### src/rtl/pfa_pkg.sv
// Shared types and constants for the physical frame allocator.
// No dependencies; used by pfa_region, pfa_stack and the top level.
package pfa_pkg;

  localparam int FRAME_W   = 52;          // frame number width
  localparam int PTR_W     = FRAME_W + 1; // bump pointer with room for end + 1
  localparam int ADDR_W    = 64;          // byte address width
  localparam int CFG_IDX_W = 4;           // config index width, upper codes ignored
  localparam int NUM_SLOTS = 2;           // storage slots for regions and exclusions

  typedef enum logic [CFG_IDX_W-1:0] {
    CFG_R0_START = 4'd0,
    CFG_R0_END   = 4'd1,
    CFG_R1_START = 4'd2,
    CFG_R1_END   = 4'd3,
    CFG_X0_START = 4'd4,
    CFG_X0_END   = 4'd5,
    CFG_X1_START = 4'd6,
    CFG_X1_END   = 4'd7
  } cfg_idx_e;

  typedef enum logic [1:0] {
    STATUS_OK         = 2'd0,
    STATUS_OOM        = 2'd1,
    STATUS_BAD_ADDR   = 2'd2,
    STATUS_STACK_FULL = 2'd3
  } status_e;

  typedef enum logic [1:0] {
    SR_IDLE,
    SR_LOAD,
    SR_EXCL,
    SR_CHECK
  } srch_state_e;

  typedef enum logic [1:0] {
    T_IDLE,
    T_SEARCH,
    T_POP,
    T_DONE
  } top_state_e;

  typedef struct packed {
    logic                 valid;
    logic [CFG_IDX_W-1:0] index;
    logic [FRAME_W-1:0]   data;
  } cfg_wr_t;

  typedef struct packed {
    logic               done;
    logic               hit;
    logic [FRAME_W-1:0] frame;
  } srch_rsp_t;

  typedef struct packed {
    logic               push;
    logic               pop;
    logic [FRAME_W-1:0] frame;
  } stk_req_t;

  typedef struct packed {
    logic               empty;
    logic               full;
    logic [FRAME_W-1:0] rd_data;
  } stk_rsp_t;

  // frame 0 is never handed out, so a start of 0 begins at frame 1
  function automatic logic [FRAME_W-1:0] start_ptr(input logic [FRAME_W-1:0] v);
    start_ptr = (v == '0) ? FRAME_W'(1) : v;
  endfunction

endpackage

### src/rtl/pfa_region.sv
// Region and exclusion config registers, bump pointers and the region search sequencer.
// Depends on pfa_pkg.
module pfa_region #(
  parameter int REGIONS  = 2,
  parameter int EXCLUDES = 2
) (
  input  logic                clk_i,
  input  logic                rst_ni,
  input  pfa_pkg::cfg_wr_t    cfg_i,
  input  logic                start_i,
  output pfa_pkg::srch_rsp_t  rsp_o
);
  import pfa_pkg::*;

  logic [FRAME_W-1:0] rstart_q [NUM_SLOTS];
  logic [FRAME_W-1:0] rend_q   [NUM_SLOTS];
  logic [FRAME_W-1:0] xstart_q [NUM_SLOTS];
  logic [FRAME_W-1:0] xend_q   [NUM_SLOTS];
  logic [FRAME_W-1:0] nf_q     [NUM_SLOTS];

  srch_state_e        state_q, state_d;
  logic [0:0]         r_q, r_d;
  logic [0:0]         e_q, e_d;
  logic [PTR_W-1:0]   p_q, p_d;

  logic               nf_we;
  logic [FRAME_W-1:0] nf_wdata;

  logic [FRAME_W-1:0] cur_nf, cur_start, cur_end;
  logic               ex_hit, at_end, reg_full, last_r, last_e;
  logic [PTR_W-1:0]   ex_cand;

  assign cur_nf    = nf_q[r_q];
  assign cur_start = rstart_q[r_q];
  assign cur_end   = rend_q[r_q];
  assign reg_full  = (cur_nf == cur_end);
  assign ex_hit    = !((cur_start > xend_q[e_q]) || (cur_end < xstart_q[e_q]));
  assign ex_cand   = {1'b0, xend_q[e_q]} + PTR_W'(1);
  assign at_end    = (p_q >= {1'b0, cur_end});
  assign last_r    = (r_q == 1'(REGIONS - 1));
  assign last_e    = (e_q == 1'(EXCLUDES - 1));

  always_ff @(posedge clk_i or negedge rst_ni) begin
    if (!rst_ni) begin
      for (int i = 0; i < NUM_SLOTS; i++) begin
        rstart_q[i] <= '0;
        rend_q[i]   <= '0;
        xstart_q[i] <= '1;
        xend_q[i]   <= '1;
        nf_q[i]     <= FRAME_W'(1);
      end
    end else begin
      if (nf_we) begin
        nf_q[r_q] <= nf_wdata;
      end
      if (cfg_i.valid) begin
        case (cfg_i.index)
          CFG_R0_START: begin
            rstart_q[0] <= cfg_i.data;
            nf_q[0]     <= start_ptr(cfg_i.data);
          end
          CFG_R0_END:   rend_q[0]   <= cfg_i.data;
          CFG_R1_START: begin
            rstart_q[1] <= cfg_i.data;
            nf_q[1]     <= start_ptr(cfg_i.data);
          end
          CFG_R1_END:   rend_q[1]   <= cfg_i.data;
          CFG_X0_START: xstart_q[0] <= cfg_i.data;
          CFG_X0_END:   xend_q[0]   <= cfg_i.data;
          CFG_X1_START: xstart_q[1] <= cfg_i.data;
          CFG_X1_END:   xend_q[1]   <= cfg_i.data;
          default: ;
        endcase
      end
    end
  end

  always_ff @(posedge clk_i or negedge rst_ni) begin
    if (!rst_ni) begin
      state_q <= SR_IDLE;
      r_q     <= '0;
      e_q     <= '0;
      p_q     <= '0;
    end else begin
      state_q <= state_d;
      r_q     <= r_d;
      e_q     <= e_d;
      p_q     <= p_d;
    end
  end

  // next state: one region load, one exclusion per cycle, then the end check
  always_comb begin
    state_d = state_q;
    r_d     = r_q;
    e_d     = e_q;
    p_d     = p_q;
    case (state_q)
      SR_IDLE: begin
        if (start_i) begin
          r_d     = '0;
          state_d = SR_LOAD;
        end
      end
      SR_LOAD: begin
        if (reg_full) begin
          if (last_r) begin
            state_d = SR_IDLE;
          end else begin
            r_d = r_q + 1'b1;
          end
        end else begin
          p_d     = {1'b0, cur_nf};
          e_d     = '0;
          state_d = SR_EXCL;
        end
      end
      SR_EXCL: begin
        if (ex_hit && (ex_cand > p_q)) begin
          p_d = ex_cand;
        end
        if (last_e) begin
          state_d = SR_CHECK;
        end else begin
          e_d = e_q + 1'b1;
        end
      end
      SR_CHECK: begin
        if (at_end && !last_r) begin
          r_d     = r_q + 1'b1;
          state_d = SR_LOAD;
        end else begin
          state_d = SR_IDLE;
        end
      end
      default: state_d = SR_IDLE;
    endcase
  end

  always_comb begin
    rsp_o    = '0;
    nf_we    = 1'b0;
    nf_wdata = cur_end;
    case (state_q)
      SR_LOAD: begin
        if (reg_full && last_r) begin
          rsp_o.done = 1'b1;
        end
      end
      SR_CHECK: begin
        nf_we = 1'b1;
        if (at_end) begin
          // clamp the pointer to the end; region yields nothing
          nf_wdata   = cur_end;
          rsp_o.done = last_r;
        end else begin
          nf_wdata    = p_q[FRAME_W-1:0] + FRAME_W'(1);
          rsp_o.done  = 1'b1;
          rsp_o.hit   = 1'b1;
          rsp_o.frame = p_q[FRAME_W-1:0];
        end
      end
      default: ;
    endcase
  end

endmodule

### config.mk
export PLATFORM = sky130hd
export DESIGN_NAME = pfa_region
export DESIGN_NICKNAME = d
export VERILOG_FILES = /design/src/rtl/pfa_pkg.sv /design/src/rtl/pfa_region.sv
export SDC_FILE = /design/constraint.sdc
export NUM_CORES = 2
export LEC_CHECK = 0
export BUFFER_PORTS_ARGS = -buffer_cell sky130_fd_sc_hd__buf_2
export CAP_MARGIN = 0
export CORE_MARGIN = 10
export CORE_UTILIZATION = 45
export DETAILED_ROUTE_END_ITERATION = 10
export GPL_ROUTABILITY_DRIVEN = 0
export GPL_TIMING_DRIVEN = 0
export PLACE_DENSITY = 0.65
export SLEW_MARGIN = 20
export SYNTH_ARGS = -nofsm -noshare
export SYNTH_HDL_FRONTEND = slang
export SYNTH_SLANG_ARGS = --single-unit
### constraint.sdc
create_clock -name clk_i -period 14 [get_ports clk_i]
set_clock_uncertainty 0.2 [all_clocks]
set_input_delay 3.5 -clock clk_i [delete_from_list [all_inputs] [get_ports clk_i]]
set_output_delay 3.5 -clock clk_i [all_outputs]
set_load 0.01 [all_outputs]
==> impl_metrics.yaml <==
global_routing:
  grt_pass1_vias: 27400
  grt_max_degree: 97
  grt_pass1_wl_microns: 184000
  grt_overflow: 0
  grt_usage_pct: 28.4
  antenna_found_initial: 2
setup_path:
  worstSetupEndpoint: "rsp_o[22]"
  crit_start: "last_r"
  worst-path-stages: 17
  crit_top_cell: "clkbuf_1"
  rr_endpoint: "p_q[37]"
  start_kind: "flop"
  critPathKind: "reg -> out"
  slowest_stage: "buf_1"
  worstPathMaxFanout: 10
  rrSetupSlack_ns: 2.74
  cp-end-kind: "output pin"
  crit_required_ns: 10.30
  max_stage_delay_ns: 0.90
  cp.arrival_ns: 8.10
  path_cells: "clkbuf_1 > buf_2 > buf_1 > buf_1 > buf_8 > mux2i_1 > ha_1 > nand4_1 > nor3_1 > o311ai_1 > a311o_1 > nand4_1 > clkbuf_1 > clkbuf_2 > clkbuf_1 > nor2_1 > buf_2"
  crit-reg2reg-launch: "e_q"
  cpLargestDelayFamily: "buffers and inverters"
  r2r.worst_path.cells: 25
  path_buf_inv: 9
placement:
  dp.cells: 4394
  place_hpwl_microns: 96700
  port-buffer-count: 92
  placed_area_sq_um: 36200
synthesis:
  syn_nets: 3582
  synth_async_sr_flop_share_pct: 100
  synth_edf_count: 0
  synth_seq_cells: 577
  netlist_top_cells_count: "519 x nand2_1, 367 x dfrtp_1, 361 x mux2_2"
  netlist_area_sq_um: 34300
  yosysSeqAreaShare_pct: 42.9
  ys_types: 75
  syn_inst: 3312
  synth_top_cell_by_area: "dfrtp_1"
  synth.area.top_cells: "dfrtp_1 27%, dfstp_2 16%, mux2_2 12%, mux2i_1 8.7%, ha_1 7.7%"
  yosysMostFrequentCell: "nand2_1"
  avgSynthCellArea_sq_um: 10.3
  yosysTopAreaCellShare_pct: 26.8
  yosys_warnings: 0
  ys.flop_type: "dfrtp_1"
sta:
  finalCriticalPeriod_ns: 11.80
  finalCritPeriodShare_pct: 84.3
  max_freq_mhz: 84.7
  relSlewSlack_pct: 20.1
  rsz0062_at_grt: "no"
  hold_violations: 0
  fin_setup_tns_ns: 0
  setup_viol: 0
  worstMarginPinSlew_ns: 1.20
  drv_slew: 0
route:
  drt-met1-wl_microns: 52500
  ant_nets: 0
  drtIter0Drc: 3372
  drc_errors: 0
  dr_wl_met3_microns: 11500
  vias: 27900
  drt-total-wl_microns: 126000
  viasPerCell: 6.19
  top_layer: "met4"
  wl_per_cell_microns: 28.0
  dr.pass1.iters: 6
  dr_wl_met2_microns: 55000
cts:
  cts_sinks: 577
  post_cts_buffers: 0
  cts_resized: 0
  cts_buffer_depth: 3
  cts_buffers: 61
  cts_tree: "yes"
  clkTransAtPathRegs_ns: 0.07
  htreeDepth: 2
  hold_buffers: 0
  clockRootBuffer: "clkbuf_16"
  insertion_delay_ns: 0.67
die:
  chipHeight_microns: 296
  dieArea_sq_um: 87600
  ioPinCount: 114
  die_w_microns: 296
  initial_core_util_pct: 45.3
  core_sq_um: 75700
  rows: 101
layout:
  nets: 3749
  ff_latch_area_sq_um: 14700
  multi_input_area_sq_um: 18400
  filler_cell_count: 6962
  syn_to_final_growth_pct: 11.9
  drive_gt1_share_pct: 23.1
  stdcell_count: 4511
  fin_area_sq_um: 38400
status:
  run_status: "finished clean"
power:
  p_comb_share_pct: 48.0
  power_switching_w: 0.00372
  power_density_nw_per_um2: 222
  swShare_pct: 43.7
  seq_power_share_pct: 31.4
  power_leakage_nw: 17.4
  irDropWorstVdd_v: 0.000128
  total_power_w: 0.00851
  p_int_w: 0.00479
  clockPowerShare_pct: 20.7
hold_path:
  hold_path.startpoint: "rstart_q[13]"
  hp-class: "reg -> reg"
job:
  drv_cap: 0
## metal layers
layer,vias to the layer above,global-route usage (%)
li1,12100,-
met1,14000,38.5
met2,1441,43.2
met3,339,5.10
met4,0,14.7
met5,-,0
## cells in the final DEF, fill, tap and decap left out, types with 10 or more instances in the layout
cell / netlist / routed
ha_1: 210 / 210
nand3_1: 62 / 62
clkbuf_8: 0 / 12
mux2i_1: 297 / 297
clkbuf_1: 120 / 132
o21ai_0: 45 / 45
and4_1: 11 / 11
buf_1: 23 / 19
a21oi_1: 146 / 146
buf_2: 19 / 117
o211ai_1: 102 / 102
nor3_1: 29 / 28
a221oi_1: 10 / 10
nor2b_1: 11 / 11
mux2_2: 361 / 361
inv_1: 132 / 132
nor4_1: 47 / 45
nand2b_1: 11 / 11
dfrtp_1: 367 / 367
a21o_1: 28 / 28
xor2_1: 63 / 63
clkbuf_16: 0 / 64
clkinv_2: 0 / 11
dfstp_2: 210 / 210
nand2_1: 519 / 519
xnor2_1: 120 / 120
nand3b_1: 19 / 19
nand4_1: 78 / 78
nor2_1: 144 / 144
## worst min-delay path by stage
| stage | to | depth (start not counted) |
|---|---|---|
| floorplan | rstart_q[10] | 2 |
| global placement | rstart_q[2] | 2 |
| detailed placement | rstart_q[8] | 2 |
| CTS | rstart_q[8] | 2 |
| global route | rstart_q[40] | 2 |
| finish | rstart_q[13] | 2 |
## power groups by stage
stage	logic, W	clock network, W	registers, W
3_5_place_dp	0.00396	0	0.00267
5_1_grt	0.00436	0.00184	0.00272
2_1_floorplan	0.00260	0	0.00254
4_1_cts	0.00398	0.00177	0.00265
3_3_place_gp	0.00388	0	0.00266
6_report	0.00408	0.00176	0.00267
## cell families after synthesis
group / count (synthesis) / synth area share, %
AOI/OAI and AO/OA: 409 / 7.82
xor gates and xnor gates: 183 / 4.68
adders and majority gates: 210 / 7.67
buffers and inverters: 301 / 3.43
DFF: 577 / 42.9
muxes: 659 / 20.6
and+or+nand+nor: 973 / 12.9
## through the flow
step                util [%]  worst slack (ns)  hold slack, ns
floorplan                  -              6.40           0.240
global placement        47.5             -3.08           0.253
detailed placement      47.8              3.23           0.259
CTS                     50.7              2.51           0.278
global route            50.7              2.27           0.291
finish                  50.7              2.20           0.274
## registers in the layout, indices dropped and copies added, names as in the netlist, named ones only
signal and flops:
last_r 1, rend_q 104, rstart_q 104, p_q 53
xstart_q 104, xend_q 104, e_q 1, state_q 1
nf_q 104
## worst min-delay path, cell delays in order, from the launching register on
cell	delay, ns
dfrtp_1	0.34
nand2_1	0.05
nand2_1	0.05
## area by class of cell
class	count	area share, %
multi-input combinational	2434	48.0
timing repair buffer	104	1.78
antenna	2	0.0130
sequential	577	38.3
buffer	166	1.75
clock inverter	26	0.871
clock buffer	89	4.73
inverter	135	1.32
tap	978	3.19
(Power assumes the default switching activity.)
